## config.mk

```make
export PLATFORM = sky130hd
export DESIGN_NAME = scalar_kalman_filter
export DESIGN_NICKNAME = d
export VERILOG_FILES = /design/src/hw/rtl/skf_pkg.sv /design/src/hw/rtl/scalar_kalman_filter.sv /design/src/hw/rtl/skf_div.sv
export SDC_FILE = /design/constraint.sdc
export NUM_CORES = 2
export LEC_CHECK = 0
export ABC_CLOCK_PERIOD_IN_PS = 19550
export BUFFER_PORTS_ARGS = -buffer_cell sky130_fd_sc_hd__buf_2
export CAP_MARGIN = 20
export CORE_UTILIZATION = 30
export CTS_CLUSTER_SIZE = 16
export DETAILED_ROUTE_END_ITERATION = 16
export SLEW_MARGIN = 15
export SYNTH_ARGS = -nofsm -noshare
export SYNTH_HDL_FRONTEND = slang
export SYNTH_SLANG_ARGS = --single-unit
```

## constraint.sdc

```tcl
create_clock -name clk_i -period 19.55 [get_ports clk_i]
set_input_delay 0.9775 -clock clk_i [delete_from_list [all_inputs] [get_ports clk_i]]
set_output_delay 0.9775 -clock clk_i [all_outputs]
set_load 0.02 [all_outputs]
```

## src/hw/rtl/skf_pkg.sv

```systemverilog
// ----------------------------------------------------------------------------
// skf_pkg: shared types and constants of the scalar kalman filter
// register indexes, field widths and the divider control and status structs
// ----------------------------------------------------------------------------
`default_nettype none

package skf_pkg;

  localparam int unsigned CfgIdxW = 8;
  localparam int unsigned RegW    = 32;
  localparam int unsigned MeasW   = 16;
  localparam int unsigned GainW   = 16;

  localparam logic [CfgIdxW-1:0] RegProcessNoise     = 8'd0;
  localparam logic [CfgIdxW-1:0] RegMeasurementNoise = 8'd1;

  localparam logic [GainW-1:0] GainMax = 16'hFFFF;

  typedef struct packed {
    logic            start;
    logic [RegW-1:0] p;
    logic [RegW-1:0] r;
  } skf_div_ctl_t;

  typedef struct packed {
    logic             busy;
    logic             done;
    logic [GainW-1:0] gain;
  } skf_div_st_t;

endpackage

`default_nettype wire

```

## src/hw/rtl/scalar_kalman_filter.sv

```systemverilog
// path: an input transfer steps through the predict, divider start, divide,
// estimate multiply and update, covariance multiply and update and output states
// to result valid; r zero skips the divide iterations. output stalls delay the next
// measurement, which waits for the last result to load; input ready only while idle
// one shared 18x34 multiplier serves the estimate update and the covariance update
// reset: estimate and covariance clear to zero, q clears to zero, r resets to 1.0
// ----------------------------------------------------------------------------
// scalar_kalman_filter: one-dimensional fixed-point kalman filter
// sequencer around an iterative divider and one shared multiplier
// ----------------------------------------------------------------------------
`default_nettype none

module scalar_kalman_filter (
  input  wire                         clk_i,
  input  wire                         rst_ni,
  input  wire                         cfg_valid_i,
  output logic                        cfg_ready_o,
  input  wire [skf_pkg::CfgIdxW-1:0]  cfg_index_i,
  input  wire [skf_pkg::RegW-1:0]     cfg_data_i,
  input  wire                         s_axis_tvalid_i,
  output logic                        s_axis_tready_o,
  input  wire [skf_pkg::MeasW-1:0]    s_axis_tdata_i,   // [15:0] measurement
  output logic                        m_axis_tvalid_o,
  input  wire                         m_axis_tready_i,
  output logic [skf_pkg::RegW-1:0]    m_axis_tdata_o    // [31:0] estimate
);

  localparam logic [3:0] StIdle  = 4'd0;
  localparam logic [3:0] StPred  = 4'd1;
  localparam logic [3:0] StStart = 4'd2;
  localparam logic [3:0] StDiv   = 4'd3;
  localparam logic [3:0] StMul1  = 4'd4;
  localparam logic [3:0] StEst   = 4'd5;
  localparam logic [3:0] StMul2  = 4'd6;
  localparam logic [3:0] StCov   = 4'd7;
  localparam logic [3:0] StOut   = 4'd8;

  logic [3:0]                      state_q, state_d;
  logic [skf_pkg::RegW-1:0]        q_noise_q, r_noise_q;
  logic signed [skf_pkg::RegW-1:0] est_q;
  logic [skf_pkg::RegW-1:0]        cov_q;
  logic [skf_pkg::RegW-1:0]        p_q;
  logic [skf_pkg::GainW-1:0]       gain_q;
  logic signed [skf_pkg::MeasW-1:0] meas_q;
  logic signed [51:0]              prod_q;
  logic                            out_valid_q;
  logic [skf_pkg::RegW-1:0]        out_data_q;

  logic                            in_xfer, out_xfer, out_load;
  logic [skf_pkg::RegW:0]          p_sum;
  logic signed [32:0]              diff;
  logic signed [17:0]              mul_a;
  logic signed [33:0]              mul_b;
  logic signed [51:0]              mul_p;
  logic signed [35:0]              corr, est_sum;
  logic signed [skf_pkg::RegW-1:0] est_sat;
  logic [16:0]                     one_minus_gain;

  skf_pkg::skf_div_ctl_t div_ctl;
  skf_pkg::skf_div_st_t  div_st;

  skf_div u_div (
    .clk_i  (clk_i),
    .rst_ni (rst_ni),
    .ctl_i  (div_ctl),
    .st_o   (div_st)
  );

  assign cfg_ready_o     = 1'b1;
  assign s_axis_tready_o = (state_q == StIdle);
  assign in_xfer         = s_axis_tvalid_i && s_axis_tready_o;
  assign out_xfer        = out_valid_q && m_axis_tready_i;
  assign out_load        = (state_q == StOut) && (!out_valid_q || m_axis_tready_i);

  assign div_ctl.start = (state_q == StStart);
  assign div_ctl.p     = p_q;
  assign div_ctl.r     = r_noise_q;

  assign p_sum = {1'b0, cov_q} + {1'b0, q_noise_q};
  assign diff  = 33'(signed'({meas_q, 16'h0000})) - 33'(est_q);
  assign one_minus_gain = 17'h10000 - {1'b0, gain_q};

  // shared multiplier
  always_comb begin
    if (state_q == StMul1) begin
      mul_a = signed'({2'b00, gain_q});
      mul_b = 34'(diff);
    end else begin
      mul_a = signed'({1'b0, one_minus_gain});
      mul_b = signed'({2'b00, p_q});
    end
  end
  assign mul_p = mul_a * mul_b;

  assign corr    = 36'(prod_q >>> 16);
  assign est_sum = 36'(est_q) + corr;
  always_comb begin
    if (est_sum > 36'sh0_7FFF_FFFF) begin
      est_sat = 32'sh7FFF_FFFF;
    end else if (est_sum < -36'sh0_8000_0000) begin
      est_sat = -32'sh8000_0000;
    end else begin
      est_sat = est_sum[31:0];
    end
  end

  always_comb begin
    state_d = state_q;
    unique case (state_q)
      StIdle:  if (in_xfer) state_d = StPred;
      StPred:  state_d = StStart;
      StStart: state_d = StDiv;
      StDiv:   if (div_st.done) state_d = StMul1;
      StMul1:  state_d = StEst;
      StEst:   state_d = StMul2;
      StMul2:  state_d = StCov;
      StCov:   state_d = StOut;
      StOut:   if (out_load) state_d = StIdle;
      default: state_d = StIdle;
    endcase
  end

  always_ff @(posedge clk_i or negedge rst_ni) begin
    if (!rst_ni) begin
      state_q     <= StIdle;
      q_noise_q   <= '0;
      r_noise_q   <= 32'h0001_0000;
      est_q       <= '0;
      cov_q       <= '0;
      out_valid_q <= 1'b0;
    end else begin
      state_q <= state_d;
      if (cfg_valid_i && cfg_ready_o) begin
        unique case (cfg_index_i)
          skf_pkg::RegProcessNoise:     q_noise_q <= cfg_data_i;
          skf_pkg::RegMeasurementNoise: r_noise_q <= cfg_data_i;
          default: ;
        endcase
      end
      if (state_q == StEst) est_q <= est_sat;
      // product never exceeds p * 2^16
      if (state_q == StCov) cov_q <= prod_q[47:16];
      if (out_load) begin
        out_valid_q <= 1'b1;
      end else if (out_xfer) begin
        out_valid_q <= 1'b0;
      end
    end
  end

  always_ff @(posedge clk_i) begin
    if (in_xfer) meas_q <= s_axis_tdata_i;
    if (state_q == StPred) p_q <= p_sum[32] ? 32'hFFFF_FFFF : p_sum[31:0];
    if (div_st.done) gain_q <= div_st.gain;
    if (state_q == StMul1 || state_q == StMul2) prod_q <= mul_p;
    if (out_load) out_data_q <= est_q;
  end

  assign m_axis_tvalid_o = out_valid_q;
  assign m_axis_tdata_o  = out_data_q;

`ifndef NO_ASSERTIONS
  a_busy_after_accept: assert property (@(posedge clk_i) disable iff (!rst_ni)
    in_xfer |=> !s_axis_tready_o)
    else $error("input ready right after a transfer");

  a_div_done_in_div: assert property (@(posedge clk_i) disable iff (!rst_ni)
    div_st.done |-> state_q == StDiv)
    else $error("divider finished outside the divide state");

  a_cov_shrinks: assert property (@(posedge clk_i) disable iff (!rst_ni)
    state_q == StCov |=> cov_q <= p_q)
    else $error("covariance grew past prediction");

  a_no_overwrite: assert property (@(posedge clk_i) disable iff (!rst_ni)
    (out_valid_q && !m_axis_tready_i) |-> !out_load)
    else $error("result register overwritten while waiting");
`endif

endmodule

`default_nettype wire

```

## src/hw/rtl/skf_div.sv

```systemverilog
// ----------------------------------------------------------------------------
// skf_div: iterative gain divider
// restoring division for nonzero r, one quotient bit per cycle: gain = floor(p * 2^16 / (p + r))
// ----------------------------------------------------------------------------
`default_nettype none

module skf_div (
  input  wire                        clk_i,
  input  wire                        rst_ni,
  input  wire skf_pkg::skf_div_ctl_t ctl_i,
  output skf_pkg::skf_div_st_t       st_o
);

  logic                       busy_q, busy_d;
  logic                       done_q, done_d;
  logic [4:0]                 cnt_q, cnt_d;
  logic [skf_pkg::RegW:0]     rem_q, rem_d;
  logic [skf_pkg::RegW:0]     den_q, den_d;
  logic [skf_pkg::GainW-1:0]  quo_q, quo_d;
  logic [skf_pkg::RegW+1:0]   shl;
  logic [skf_pkg::RegW+1:0]   shl_sub;
  logic                       ge;

  assign shl     = {rem_q, 1'b0};
  assign shl_sub = shl - {1'b0, den_q};
  assign ge      = shl >= {1'b0, den_q};

  always_comb begin
    busy_d = busy_q;
    done_d = 1'b0;
    cnt_d  = cnt_q;
    rem_d  = rem_q;
    den_d  = den_q;
    quo_d  = quo_q;
    if (ctl_i.start) begin
      if (ctl_i.r == '0) begin
        // unity gain saturates, zero sum gives zero
        quo_d  = (ctl_i.p == '0) ? '0 : skf_pkg::GainMax;
        done_d = 1'b1;
      end else begin
        rem_d  = {1'b0, ctl_i.p};
        den_d  = {1'b0, ctl_i.p} + {1'b0, ctl_i.r};
        quo_d  = '0;
        cnt_d  = 5'd16;
        busy_d = 1'b1;
      end
    end else if (busy_q) begin
      // remainder stays below the divisor
      rem_d = ge ? shl_sub[skf_pkg::RegW:0]
                 : shl[skf_pkg::RegW:0];
      quo_d = {quo_q[skf_pkg::GainW-2:0], ge};
      cnt_d = cnt_q - 5'd1;
      if (cnt_q == 5'd1) begin
        busy_d = 1'b0;
        done_d = 1'b1;
      end
    end
  end

  always_ff @(posedge clk_i or negedge rst_ni) begin
    if (!rst_ni) begin
      busy_q <= 1'b0;
      done_q <= 1'b0;
      cnt_q  <= '0;
    end else begin
      busy_q <= busy_d;
      done_q <= done_d;
      cnt_q  <= cnt_d;
    end
  end

  always_ff @(posedge clk_i) begin
    rem_q <= rem_d[skf_pkg::RegW:0];
    den_q <= den_d;
    quo_q <= quo_d;
  end

  assign st_o.busy = busy_q;
  assign st_o.done = done_q;
  assign st_o.gain = quo_q;

endmodule

`default_nettype wire

```

Word-level counts from Yosys, hierarchy flattened --
Cells that the tools add are included.
Storage, ports and cells: input port bits 61, register bits after elaboration 370, word-level logic and storage cells 89, output and inout bits 35
Cells by class: reduce and logical (&&, ||, !) cells 17, add/subtract/negate cells 7, $mul 1, $lt $le $gt $ge 3, multiplexer cells 29, bitwise operators 1, equality and inequality tests 14
Operator list (count):
- two-way mux 33 bit | 4
- adder 32 x 32 -> 33 bit | 2
- logical NOT 32 bit | 2
- two-way mux 16 bit | 4
- two-way mux 32 bit | 2
- multiplier 18 x 34 -> 52 bit | 1
- adder 32 x 36 -> 36 bit | 1
- > comparator 36 x 32 -> 1 bit, second input constant | 1
- less-than comparator 36 x 32 -> 1 bit, second input constant | 1
- case mux 4 bit (9 select lines) | 1
- greater-or-equal comparator 34 x 33 -> 1 bit | 1
- two-way mux 34 bit | 1
- subtractor 32 x 32 -> 33 bit | 1
- subtractor 33 bit | 1
- two-way mux 17 bit | 1
- subtractor 17 x 16 -> 17 bit, first input constant | 1
- equality test 4 x 3 -> 1 bit, second input constant | 4
- two-way mux 5 bit | 3
- two-way mux 4 bit | 3
- two-way mux 1 bit | 10
- equality test 4 x 2 -> 1 bit, second input constant | 2
- equality test 8 x 1 -> 1 bit, second input constant | 1
- logical NOT 8 bit | 1
- AND reduction 2 bit | 4
- other kinds (13) | 19

Longest topological paths before layout --
depth after elaboration 5, gate-level depth with buffers 35, depth with buffers taken out 34

Modules after synthesis --
From an unflattened synthesis, not the netlist that was laid out.
Second synthesis, totals: cells, all modules 4409, area total of the unflattened synthesis 41011.8 um^2
Modules (own cells, without submodules):
- scalar_kalman_filter | sequential area each 7293.2 um^2, times used 1, cells an instance 3584, area an instance 33602.2 um^2
- skf_div | sequential area each 2637.5 um^2, times used 1, cells an instance 825, area an instance 7409.6 um^2

Least setup slack after synthesis --
No wires, ideal clock.
path type flip-flop to flip-flop, from reg state_q[3], to reg prod_q[51] (data pin), clock period less this slack 8196 ps, cell stages (with the launch flop) 30, arrival 7937 ps, required time 19291 ps, setup slack 11354 ps, path buffers 3, setup time 259 ps, path through dfrtp_1 clkbuf_1 nand2b_1 nor3_1 buf_2 buf_1 mux2i_1 nor2_1 fa_1 fa_1 inv_1 fa_1 inv_1 fa_1 inv_1 fa_1 inv_1 fa_1 ha_1 nand4_1 nor2_1 and3_1 a21oi_4 a211oi_2 a21oi_2 o21ai_2 a41o_1 a2111oi_4 or3_1 a211o_1
Between the ends: word-level cells in the longest chain between the ends 3, elaborated cells between the ends (all ways) 4, those cells by class mul: 1; eq/ne: 1; mux: 2
Ends and longest elaborated chain:
- from (decl) | line scalar_kalman_filter.sv:38 | logic [3:0] state_q, state_d;
- from (signal assigned) | line scalar_kalman_filter.sv:125 | state_q <= StIdle;
- from (signal assigned) | line scalar_kalman_filter.sv:132 | state_q <= state_d;
- equality test 4 x 3 -> 1 bit (*) | line scalar_kalman_filter.sv:85 | if (state_q == StMul1) begin
- two-way mux 17 bit or two-way mux 34 bit (tied branches) | line scalar_kalman_filter.sv:85
- multiplier 18 x 34 -> 52 bit (*) | line scalar_kalman_filter.sv:93 | assign mul_p = mul_a * mul_b;
- named net mul_p[51] | line scalar_kalman_filter.sv:54 | logic signed [51:0] mul_p;
- to (signal assigned) | line scalar_kalman_filter.sv:155 | if (state_q == StMul1 || state_q == StMul2) prod_q <= mul_p;
- to (decl) | line scalar_kalman_filter.sv:45 | logic signed [51:0] prod_q;
The timed path passes the listed nets; every way through them passes the cells marked *. A chain may end at the register's enable or synchronous reset.

Worst setup path after layout --
from reg est_q[17] (netlist name), to reg prod_q[51] (data pin)
Between the ends: word-level cells in the longest chain between the ends 3
Ends and longest elaborated chain:
- from (decl) | line scalar_kalman_filter.sv:40 | logic signed [skf_pkg::RegW-1:0] est_q;
- from (signal assigned) | line scalar_kalman_filter.sv:140 | if (state_q == StEst) est_q <= est_sat;
- subtractor 32 x 32 -> 33 bit | line scalar_kalman_filter.sv:80 | assign diff = 33'(signed'({meas_q, 16'h0000})) - 33'(est_q);
- two-way mux 34 bit | line scalar_kalman_filter.sv:85
- multiplier 18 x 34 -> 52 bit | line scalar_kalman_filter.sv:93
- named net mul_p[51] | line scalar_kalman_filter.sv:54
The timed path passes the listed nets, and every way through them passes these cells.

==> impl_metrics.ini <==
[yosys]
synthTopCellsByArea = fa_1, edfxtp_1, dfrtp_1
yosysTopAreaCellShare_pct = 26.7
yosys.cell_types.count = 90
syn_area_um2 = 40100
synth_cells = 4256
ys.flop_type = edfxtp_1
synth_edf_count = 214
ys_async_sr_fraction_pct = 39.5
seq_area_frac_synth_pct = 24.8
syn_area_per_cell_um2 = 9.41
synth.largest_area_cell = fa_1
synth_seq_cells = 354
yosys_warnings = 0

[floorplanning]
core_area_um2 = 132000
ioPinCount = 96
initial_core_util_pct = 30.4
die_y_um = 367
die_w_um = 367
core.rowCount = 133
die-area_um2 = 135000

[setup_path]
crit_top_cell = fa_1
end_kind = flip-flop
timing_worst_setup_path_type = reg -> reg
critPathArrivalTime_ns = 9.97
cpMaxStageDelayCell = fa_1
cp.required_ns = 19.85
worst_setup_path_start_kind = flip-flop
cp_max_fo = 19
max_stage_delay_ns = 0.90

[cts]
htreeDepth = 2
path_clk_slew_ns = 0.07
clkLatencyLatePin_ns = 0.56
cts_tree = built
hold_buffers = 0
cts.path.max_buffers = 3
cts_sinks = 354
cts_setup_buffers = 0
cts_buffers = 39
cts_resized = 0
root_buffer = clkbuf_16

[placement]
dp_hpwl_um = 90900
gp_congestion = 0.919
io_buffers = 94

[finish]
area_growth_pct = 10.3
antenna_cells = 0
final_common_cell = inv_1
drive_above_1_share_pct = 8.63
final_cell_mix = inv_1, nand2_1, fa_1
layout.nets = 5189

[status]
outcome = completed

[routing]
wl_per_cell_um = 18.6
drc_errors = 0
wl_um = 114000
drt_iter0_markers = 2719
drt_first_pass_iters = 5
drtAntennaViolNets = 0
num_vias = 30100
viasPerCell = 4.92

[timing]
setup_viol = 0
slew_viol_final = 0
fin_setup_tns_ns = 0
rsz0062_at_grt = no
fin_crit_sh_pct = 49.5
slew_headroom_pct = 28.1
worst_pin_slew_ns = 1.07
skew_ns = 0.0209
fin_crit_ns = 9.67
hold_viol_final = 0
fmax_mhz = 103

[grt]
grt_pass1_vias = 30500
overflow = 0
grt_pass1_wl_um = 178000
grt_max_degree = 83
antenna_found_initial = 8
grt_use_total_pct = 16.9

[hold_path]
holdCritPathClass = reg -> reg

[job]
maxCapViolations = 0
==> synth_stat cells, types with 95 or more instances <==
cell      count
a21o_1      110
a21oi_1     184
clkbuf_1    120
dfrtp_1     139
edfxtp_1    214
fa_1        534
ha_1        270
inv_1       767
mux2_2       95
nand2_1     575
nor2_1      315
o21ai_0     143
xnor2_1     136
==> stage by stage <==
step | area, µm² | hold WS, ns | cells | worst slack, ns | utilization (%)
final | 44200 | 0.435 | 6110 | 9.88 | 33.5
after global placement | 42900 | 0.406 | 6034 | 10.07 | 32.5
after CTS | 44100 | 0.435 | 6107 | 9.97 | 33.4
after global routing | 44200 | 0.446 | 6110 | 9.47 | 33.5
after detailed placement | 42900 | 0.414 | 6035 | 10.02 | 32.5
after floorplan | 40100 | 0.400 | 4257 | 11.35 | -
==> critical path, delay by kind of cell, from the launching register on <==
family                   cells  cell delay [ns]
flip-flops                   1             0.44
buffers and inverters        5             0.58
adder cells (fa/ha/maj)      8             4.25
AO/OA/AOI/OAI               14             3.27
AND/OR/NAND/NOR              4             0.86
==> cell families after synthesis <==
logic type	after synthesis	share of synthesized area [%]
xor+xnor	214	4.68
fa+ha+maj	807	35.2
simple gates	1220	13.4
buf+inv	904	8.53
compound gates	643	10.3
mux	112	3.09
flops	354	24.8
other cells	2	0.0187
==> final timing paths <==
check / start / endpoint / slack (ns) / cells after the start
setup reg to reg: est_q[17] / prod_q[51] / 9.88 / 31
hold / removal: u_div.quo_q[15] / gain_q[15] / 0.44 / 0
max in group asynchronous: rst_ni / est_q[0] / 17.72 / 2
min in group asynchronous: rst_ni / r_noise_q[18] / 0.48 / 1
setup / recovery: est_q[17] / prod_q[51] / 9.88 / 31
hold reg to reg: u_div.quo_q[15] / gain_q[15] / 0.44 / 0
==> sequential cells by signal (all words and copies together) (netlist names) <==
| register | cells |
|---|---|
| prod_q | 36 |
| u_div.den_q | 33 |
| u_div.rem_q | 33 |
| cov_q | 32 |
| est_q | 32 |
| m_axis_tdata_o | 32 |
| p_q | 32 |
| q_noise_q | 32 |
| r_noise_q | 32 |
| gain_q | 16 |
| meas_q | 16 |
| u_div.quo_q | 16 |
| u_div.cnt_q | 5 |
| state_q | 4 |
| m_axis_tvalid_o | 1 |
| u_div.busy_q | 1 |
| u_div.done_q | 1 |
==> layer usage <==
| metal | up-vias | routed length, µm | global-route usage (%) |
|---|---|---|---|
| li1 | 13900 | - | - |
| met1 | 15100 | 51400 | 23.9 |
| met2 | 972 | 51700 | 26.9 |
| met3 | 139 | 7710 | 2.64 |
| met4 | 0 | 2720 | 4.01 |
| met5 | - | 0 | 0 |
==> final cells by class <==
cell class,count,area (µm²)
inverters,768,2880
clock inverters,18,151
flip-flops and latches,354,9930
repair buffers,162,1020
fillers,13500,87800
multi-input cells,2999,26900
well taps,1755,2200
clock buffers,54,1090
Power is left out: the tool's default activity adds up to more than one toggle a clock period on the data nets, which glitch-free logic cannot reach.
